$ cat src/hdl/rhhs_ram.sv
// generic simple dual port ram, one write port, one registered read port
// no dependencies
`timescale 1ns / 1ps

module rhhs_ram #(
  parameter int WIDTH = 8,
  parameter int DEPTH = 16
) (
  input  logic                     clk_i,
  input  logic                     we_i,
  input  logic [$clog2(DEPTH)-1:0] waddr_i,
  input  logic [WIDTH-1:0]         wdata_i,
  input  logic [$clog2(DEPTH)-1:0] raddr_i,
  output logic [WIDTH-1:0]         rdata_o
);

  logic [WIDTH-1:0] mem_q [DEPTH];

  always_ff @(posedge clk_i) begin
    if (we_i) begin
      mem_q[waddr_i] <= wdata_i;
    end
    rdata_o <= mem_q[raddr_i];
  end

endmodule

$ cat config.mk
export PLATFORM = sky130hd
export DESIGN_NAME = rhhs_ram
export DESIGN_NICKNAME = d
export VERILOG_FILES = /design/src/hdl/rhhs_ram.sv
export SDC_FILE = /design/constraint.sdc
export NUM_CORES = 1
export LEC_CHECK = 0
export ABC_AREA = 1
export ABC_CLOCK_PERIOD_IN_PS = 1490
export BUFFER_PORTS_ARGS = -buffer_cell sky130_fd_sc_hd__buf_2
export CORE_ASPECT_RATIO = 0.8
export CORE_MARGIN = 2
export CORE_UTILIZATION = 58
export DETAILED_ROUTE_END_ITERATION = 6
export GPL_TIMING_DRIVEN = 0
export PLACE_DENSITY = 0.78
export SLEW_MARGIN = 40
export SYNTH_ARGS = -nofsm -noshare
export SYNTH_HDL_FRONTEND = slang
export SYNTH_SLANG_ARGS = --single-unit
$ cat constraint.sdc
create_clock -name clk_i -period 1.49 [get_ports clk_i]
set_input_delay 0.298 -clock clk_i [delete_from_list [all_inputs] [get_ports clk_i]]
set_output_delay 0.298 -clock clk_i [all_outputs]
set_load 0.02 [all_outputs]
==> metrics.txt, run 1 <==
root buffer cell clkbuf_16; Yosys warnings 0; Seq cells post-synth 136; PostCTS Resize Cnt 0; DIE AREA 10800 um^2; VDD IR-drop max 1.27 mV; total CTS buffers 17; Post-Syn Area 5770 um^2; first-pass GRT wire length 21.0 mm; Total GRT Usage 27.8%; Mapped Avg Cell Area 10.5 um^2; CTS tree built; Initial Utilization 59.8%; post-CTS setup buffer count 0; maximum clock insertion buffer count 2; antenna violations before repair 0; gpl congestion 0.883; clock share of power 46.5%; fillcell total 666; clock-pin slew on the worst setup and hold paths 0.06 ns; FF/Latch Area 4000 um^2; H-Tree Level Count 4; via count 4030; Die W 115 um; flop-to-flop setup slack 0.45 ns; Fmax 752 MHz; number of global-route vias before repair 3770; crit end category flop; Rel. slew slack 46.0%; Leak 2.90 nW; Rows 32; final core utilization 68.9%; Core ar. 9650 um^2; Crit Path Max Fanout 8; R2R cell count 6; clk_lat worst skew 0.42 ns; final instance area 6650 um^2; Required @ worst endpoint 1.53 ns; sequential share of the synthesized area 69.4%; Final Hold Slack 0.307 ns; Vias/cell 5.45; drt drc 0; largest net degree at the start of global routing 17; CP startpoint kind input pin; sequential group share of total power 47.0%; max-slew violations 0; cts hold-fix bufs 0; Slowest-stage cell, CP nor2_1; drt first pass iters 5; multi-input logic area 1220 um^2; max_cap viols 0; Slew @ Worst Pin 0.808 ns; DR WL/cell 18.8 um; area grow syn2layout 15.3%; fin crit period 1.33 ns; Distinct cells, synth 12; clk sinks 136; most area-hungry cell type in the Yosys netlist edfxtp_1; share of post-route cells with drive strength above 1 12.6%; unrepaired setup endpoints after global routing no; critical-path cell list buf_2 -> nand3b_1 -> nor2_1; die height 93.2 um; Syn Nets 569; final setup vio count 0; Final Hold Fails 0; Post-Layout Cell Count 740; IO Pins 26; Routed Antenna Nets 0; grt total ovfl 0; CP peak stage delay 0.66 ns; Worst EP arrival 1.37 ns; status finished, final reports clean; Hold Crit Depth 1; Switch Pwr 1.96 mW; Internal 7.20 mW; Worst Hold Class in2reg; Cells after Synth 551; antenna cells 0; DP Area 6060 um^2; Yosys top cell area share 66.7%; synth top area cells edfxtp_1, nand2_1, nand3_1; 1st-iter DRT viols 514; Pwr per Cell Area 1380 nW/um^2; fin crit share 89.2%; Worst Clk Skew 0.00664 ns; WL final 13.9 mm; dpl hpwl 8.75 mm; Comb power frac 6.5%; Nets 610; dpl cells 709; Switching Fraction 21.4%; Crit Path Class in2reg; Port Buffers 22
## final cells by class
cell class / count / area share [%]
flip-flops and latches: 136 / 60.2
multi-input cells: 289 / 18.4
clock buffers: 19 / 6.51
inverters: 102 / 5.76
well taps: 136 / 2.56
plain buffers: 24 / 2.50
clock inverters: 12 / 2.37
repair buffers: 22 / 1.66
## state kept, by name, indices dropped and copies added, names as in the netlist
name / flops
mem_q: 128
rdata_o: 8
## path summary, 6_finish.rpt
path                               from                endpoint
setup reg to reg  mem_q[8][2]$_DFFE_PP_      rdata_o[2]$_DFF_P_
hold reg to reg   mem_q[8][6]$_DFFE_PP_      rdata_o[6]$_DFF_P_
setup / recovery             waddr_i[3]   mem_q[4][3]$_DFFE_PP_
hold / removal               wdata_i[4]  mem_q[11][4]$_DFFE_PP_
## critical path, delay by kind of cell
kind | cells | cell delay, ns
and+or+nand+nor | 2 | 0.95
buffers and inverters | 1 | 0.12
## stage by stage
stage | power (mW) | setup slack, ns | setup TNS [ns]
global placement | 4.93 | -0.348 | -20.46
global route | 9.38 | 0.102 | 0
detailed placement | 4.95 | -0.278 | -17.70
floorplan | 4.71 | 0.241 | 0
finish | 9.15 | 0.161 | 0
CTS | 9.15 | 0.160 | 0
## synth_stat cells
library cell,number
buf_2,13
edfxtp_1,128
dfxtp_1,8
nand3b_1,2
inv_1,100
buf_4,4
nor2_1,17
buf_6,6
buf_1,1
nand2_1,173
inv_2,2
nand3_1,97
## cell families after synthesis
group                  Yosys count  share of synthesized area (%)
buffers and inverters          126                           9.52
flip-flops                     136                           69.4
AND/OR/NAND/NOR                289                           21.0
## power by group through the flow
stage / Combinational, mW / Clock, mW / Sequential (mW)
finish: 0.594 / 4.26 / 4.30
detailed placement: 0.571 / 0 / 4.38
global route: 0.640 / 4.44 / 4.31
CTS: 0.579 / 4.27 / 4.30
floorplan: 0.302 / 0 / 4.41
global placement: 0.557 / 0 / 4.37
## routing by layer
| layer | vias to the layer above | share of wire, % | global-route usage (%) |
|---|---|---|---|
| li1 | 1860 | - | - |
| met1 | 1878 | 42 | 40.2 |
| met2 | 263 | 45 | 40.2 |
| met3 | 29 | 10 | 7.06 |
| met4 | 0 | 2.7 | 12.1 |
| met5 | - | 0 | 0 |
## placed cells by master (no fill, tap or decap), types with 3 or more instances in the layout
cell and count:
nor2_2 4, buf_4 4, clkinv_2 3, buf_6 6
clkinv_1 4, nand3_1 97, edfxtp_1 128, bufinv_16 4
dfxtp_1 8, buf_2 35, nor2_1 13, inv_1 100
nand2_1 173, clkbuf_16 17
(Power assumes the default switching activity.)
==> inputs of run 2 (changes only) <==
Settings changed: REMOVE_ABC_BUFFERS from default to 1.
==> run 2 against run 1 <==
Register-to-register slack worse by 0.08 ns. Total power grew 1.1%. Via count fell by 3.6%. First-iteration DRC count shrank 8.4%. Sequential share of layout area grew 0.97 points. Combinational power decreased by 9.9%. Wire length is 6.9% lower. Fmax down 5.1%. Count of clock-buffer cells in the layout fell by 2. Utilization down 1.1 points. Critical endpoint is now rdata_o[3]$_DFF_P_. Worst setup slack worse by 0.072 ns.
==> metrics.txt, run 2 (same netlist as run 1, synthesis figures left out) <==
1st-iter DRT viols 471 (was 514); highest routing layer actually used met4 (unchanged); most frequent cells in the layout nand2_1, edfxtp_1, inv_1 (unchanged); root buffer cell clkbuf_16 (unchanged); critical-path cell list clkbuf_8 -> inv_6 -> nand2_1 -> nand3_1 -> nand3_1 -> nand3_1 -> nand2_1 (was buf_2 -> nand3b_1 -> nor2_1); Hold Crit Depth 3 (was 1); Slew @ Worst Pin 0.826 ns (was 0.808 ns); setup TNS 0 ns (unchanged); Crit Path Class in2reg (unchanged); antenna violations before repair 0 (unchanged); Die W 115 um (unchanged); DIE AREA 10800 um^2 (unchanged); Required @ worst endpoint 1.78 ns (was 1.53 ns); drt first pass iters 5 (unchanged); die height 93.2 um (unchanged); H-Tree Level Count 4 (unchanged); met1 wire length 5.26 mm (was 5.79 mm); Fmax 714 MHz (was 752 MHz); Core ar. 9650 um^2 (unchanged); max-slew violations 0 (unchanged); CP peak stage delay 0.46 ns (was 0.66 ns); fin crit period 1.40 ns (was 1.33 ns); dpl cells 688 (was 709); final setup vio count 0 (unchanged); gpl congestion 0.796 (was 0.883); Critical path buffers and inverters 2 (was 1); Leak 2.81 nW (was 2.90 nW); Final Hold Fails 0 (unchanged); via count 3886 (was 4030); number of flip-flops under the largest register name 128 (unchanged); critical path depth in cells 7 (was 3); CP most frequent cell nand3_1; largest net degree at the start of global routing 66 (was 17); R2R cell count 6 (unchanged); Crit Path Max Fanout 65 (was 8); Top reg by flops mem_q (unchanged); Largest regs mem_q: 128 flops, rdata_o: 8 flops (unchanged); fin crit share 94.0% (was 89.2%); total CTS buffers 17 (unchanged); Worst EP arrival 1.69 ns (was 1.37 ns); Worst Clk Skew 0.00579 ns (was 0.00664 ns); Post-Layout Cell Count 720 (was 740); Nets 589 (was 610); multi-input logic area 1220 um^2 (about the same); clk sinks 136 (unchanged); area grow syn2layout 13.5% (was 15.3%); clk_lat worst skew 0.42 ns (about the same); max_cap viols 0 (unchanged); share of post-route cells with drive strength above 1 10.1% (was 12.6%); Slowest-stage cell, CP inv_6 (was nor2_1); number of global-route vias before repair 3735 (was 3770); clock-pin slew on the worst setup and hold paths 0.06 ns (about the same); first-pass GRT wire length 19.7 mm (was 21.0 mm); IO Pins 26 (unchanged); met3 WL post-DR 1.41 mm (was 1.46 mm); drt drc 0 (unchanged); fillcell total 701 (was 666); Total GRT Usage 25.9% (was 27.8%); commonest non-fill, non-tap cell in the layout nand2_1 (unchanged); Pwr per Cell Area 1410 nW/um^2 (was 1380 nW/um^2); Rows 32 (unchanged); grt total ovfl 0 (unchanged); dpl hpwl 7.34 mm (was 8.75 mm); VDD IR-drop max 1.19 mV (was 1.27 mV); antenna cells 0 (unchanged); CP startpoint kind input pin (unchanged); Port Buffers 25 (was 22); flop-to-flop setup slack 0.37 ns (was 0.45 ns); status finished, final reports clean (unchanged); FF/Latch Area 4000 um^2 (unchanged); Routed Antenna Nets 0 (unchanged); DR WL met2 6.00 mm (was 6.31 mm); Top delay family on crit path buffers and inverters (was simple AND/OR/NAND/NOR gates); Worst Hold Class in2reg (unchanged); crit end category flop (unchanged); Vias/cell 5.40 (was 5.45); DR WL/cell 18.0 um (was 18.8 um); maximum clock insertion buffer count 2 (unchanged); CTS tree built (unchanged); Initial Utilization 59.8% (unchanged); WL final 13.0 mm (was 13.9 mm); Rel. slew slack 44.7% (was 46.0%)
run 2: changes by cell type in the layout (fill, tap and decap cells not counted), moves of 3 or more:
cell / delta
buf_2: -12
buf_4: -3
buf_6: -6
clkinv_1: -3
clkinv_4: +4
clkinvlp_4: +3
nor2_1: +3
nor2_2: -3
run 2: worst paths after layout:
check / startpoint / to
min: raddr_i[3] / rdata_o[2]$_DFF_P_
min reg2reg: mem_q[10][0]$_DFFE_PP_ / rdata_o[0]$_DFF_P_
max reg2reg: mem_q[13][3]$_DFFE_PP_ / rdata_o[3]$_DFF_P_
max: raddr_i[0] / rdata_o[3]$_DFF_P_
run 2: layer usage:
layer,up-vias,global-route usage [%]
met5,-,0
met4,0,11.4
met3,29,7.52
met2,227,38.7
met1,1811,35.5
li1,1819,-
run 2: what timing repair did:
item | CTS | global route
setup endpoints to repair | 8 | 8
gates resized for setup | 2 | 2
buffers inserted | 0 | 0
hold buffers | 0 | 0
pin swaps | 0 | 0
cloned | 0 | 0
run 2: stage by stage:
stage          power, mW  worst slack [ns]  cell area (um^2)  util, %  hold slack [ns]
6_report            9.26            0.0891              6540     67.8            0.247
3_3_place_gp        4.87             -1.39              5900     61.1            0.647
4_1_cts             9.27            0.0163              6540     67.7            0.231
3_5_place_dp        4.90            -0.611              5900     61.2            0.675
2_1_floorplan       4.64             0.212              5600        -            0.397
5_1_grt             9.49          -0.00280              6540     67.8            0.253
run 2: layout make-up:
type,count,share of cell area [%]
clock inverter,15,3.10
timing repair buffer,25,2.08
inverter,102,5.93
clock buffer,17,6.50
multi-input combinational,289,18.6
sequential,136,61.2
tap,136,2.60
run 2: power breakdown:
group | leakage (nW) | switching [mW] | total, mW | internal, mW
clock network | 0.293 | 1.62 | 4.42 | 2.80
registers | 1.22 | 0.0215 | 4.30 | 4.28
logic | 1.30 | 0.400 | 0.535 | 0.135
run 2: worst register-to-register path: cells and delay by family, from the launching register on:
family,cells,cell delay [ns]
AND/OR/NAND/NOR,5,0.57
buffers and inverters,1,0.06
flip-flops,1,0.35
==> inputs of run 3 (changes only) <==
==> constraint.sdc (replaced) <==
create_clock -name clk_i -period 1.49 [get_ports clk_i]
set_input_delay 0.2235 -clock clk_i [delete_from_list [all_inputs] [get_ports clk_i]]
set_output_delay 0.2235 -clock clk_i [all_outputs]
set_load 0.02 [all_outputs]
==> run 3 against run 2 <==
Combinational power hardly changed. Global-route usage unchanged. Sequential share of layout area hardly changed. Largest cell class unchanged. First-iteration DRC count is 3.6% lower. Worst hold slack got worse by 0.080 ns. Largest power group unchanged.
==> metrics.txt, run 3 (same netlist as run 1, synthesis figures left out) <==
Rel. slew slack 44.8% (was 44.7%); DIE AREA 10800 um^2 (unchanged); first-pass GRT wire length 19.7 mm (unchanged); grt total ovfl 0 (unchanged); Port Buffers 25 (unchanged); unrepaired setup endpoints after global routing no; root buffer cell clkbuf_16 (unchanged); FF/Latch Area 4000 um^2 (unchanged); Initial Utilization 59.8% (unchanged); maximum clock insertion buffer count 2 (unchanged); IO Pins 26 (unchanged); antenna violations before repair 0 (unchanged); Fmax 717 MHz (was 714 MHz); Largest regs mem_q: 128 flops, rdata_o: 8 flops (unchanged); via count 3903 (was 3886); VDD IR-drop max 1.21 mV (was 1.19 mV); clk sinks 136 (unchanged); status finished, final reports clean (unchanged); post-CTS setup buffer count 0 (unchanged); area grow syn2layout 13.4% (was 13.5%); Crit Path Class in2reg (unchanged); Leak 2.81 nW (about the same); antenna cells 0 (unchanged); fillcell total 700 (was 701); dpl hpwl 7.34 mm (unchanged); DR WL/cell 18.1 um (was 18.0 um); clock-pin slew on the worst setup and hold paths 0.06 ns (about the same); H-Tree Level Count 4 (unchanged); Worst Hold Class in2reg (unchanged); max-slew violations 0 (unchanged); number of flip-flops under the largest register name 128 (unchanged); Hold Crit Depth 3 (unchanged); Top reg by flops mem_q (unchanged); Vias/cell 5.42 (was 5.40); multi-input logic area 1220 um^2 (unchanged); WL final 13.0 mm (about the same); Total GRT Usage 25.9% (unchanged); final setup vio count 0 (unchanged); Die W 115 um (unchanged); Slowest-stage cell, CP buf_6 (was inv_6); CTS tree built (unchanged); DP Area 5900 um^2 (unchanged); Crit Path Max Fanout 65 (unchanged); CP startpoint kind input pin (unchanged); Routed Antenna Nets 0 (unchanged); number of global-route vias before repair 3735 (unchanged); Core ar. 9650 um^2 (unchanged); commonest non-fill, non-tap cell in the layout nand2_1 (unchanged); Nets 589 (unchanged); share of post-route cells with drive strength above 1 10.1% (unchanged); flop-to-flop setup slack 0.38 ns (was 0.37 ns); crit end category flop (unchanged); CP most frequent cell nand2_1 (was nand3_1); Rows 32 (unchanged); drt first pass iters 5 (unchanged); Worst EP arrival 1.70 ns (was 1.69 ns); largest net degree at the start of global routing 66 (unchanged); Slew @ Worst Pin 0.825 ns (was 0.826 ns); Pwr per Cell Area 1420 nW/um^2 (was 1410 nW/um^2); die height 93.2 um (unchanged); CP peak stage delay 0.41 ns (was 0.46 ns); final instance area 6540 um^2 (about the same); clk_lat worst skew 0.42 ns (about the same); max_cap viols 0 (unchanged); fin crit period 1.39 ns (was 1.40 ns); gpl congestion 0.796 (unchanged); most frequent cells in the layout nand2_1, edfxtp_1, inv_1 (unchanged); Worst Clk Skew 0.00714 ns (was 0.00579 ns); critical-path cell list buf_6 -> inv_6 -> nand2_1 -> nand2_1 -> nand2_1 -> nand3_1 -> nand3_1 -> nand2_1 (was clkbuf_8 -> inv_6 -> nand2_1 -> nand3_1 -> nand3_1 -> nand3_1 -> nand2_1); fin crit share 93.6% (was 94.0%); Required @ worst endpoint 1.79 ns (was 1.78 ns); Total Power 9.26 mW (about the same); Final Hold Fails 0 (unchanged); drt drc 0 (unchanged); total CTS buffers 17 (unchanged); R2R cell count 6 (unchanged); 1st-iter DRT viols 454 (was 471)
[run 3: power breakdown]
part           switching, mW  total (mW)  internal [mW]
registers             0.0214        4.30           4.28
logic                  0.402       0.537          0.135
clock network           1.63        4.43           2.80
[run 3: final timing paths]
check,start,end
worst max register to register,mem_q[2][5]$_DFFE_PP_,rdata_o[5]$_DFF_P_
worst min register to register,mem_q[10][0]$_DFFE_PP_,rdata_o[0]$_DFF_P_
worst min-delay path,raddr_i[3],rdata_o[2]$_DFF_P_
worst max-delay path,raddr_i[0],rdata_o[5]$_DFF_P_
[run 3: metrics by stage]
stage / instances / worst slack [ns] / util, % / hold WS [ns] / setup TNS (ns)
after detailed placement: 688 / -0.537 / 61.2 / 0.601 / -14.08
after floorplan: 527 / 0.286 / - / 0.322 / 0
after CTS: 720 / 0.0908 / 67.7 / 0.156 / 0
after global placement: 688 / -1.32 / 61.1 / 0.589 / -17.15
after global routing: 720 / 0.0610 / 67.8 / 0.178 / 0
final: 720 / 0.0955 / 67.8 / 0.166 / 0
[run 3: area by class of cell]
cell class | instances | share of cell area [%]
clock buffer | 17 | 6.50
clock inverter | 15 | 3.10
inverter | 102 | 5.93
multi-input combinational | 289 | 18.6
sequential | 136 | 61.2
tap | 136 | 2.60
timing repair buffer | 25 | 2.05
[run 3: critical path: cells and delay by family]
family | cells | cell delay (ns)
buffers and inverters | 2 | 0.73
and+or+nand+nor | 6 | 0.69
[run 3: what timing repair did]
| action | in CTS | in global routing |
|---|---|---|
| endpoints found under the setup margin | 8 | 2 |
| resized for setup | 2 | 1 |
| endpoints found under the hold margin | 0 | 0 |
| hold buffers | 0 | 0 |
[run 3: metal layers]
| layer | GRT usage [%] | routed length [um] | vias up |
|---|---|---|---|
| li1 | - | - | 1817 |
| met1 | 35.5 | 5310 | 1830 |
| met2 | 38.7 | 5890 | 216 |
| met3 | 7.52 | 1460 | 40 |
| met4 | 11.4 | 349 | 0 |
| met5 | 0 | 0 | - |
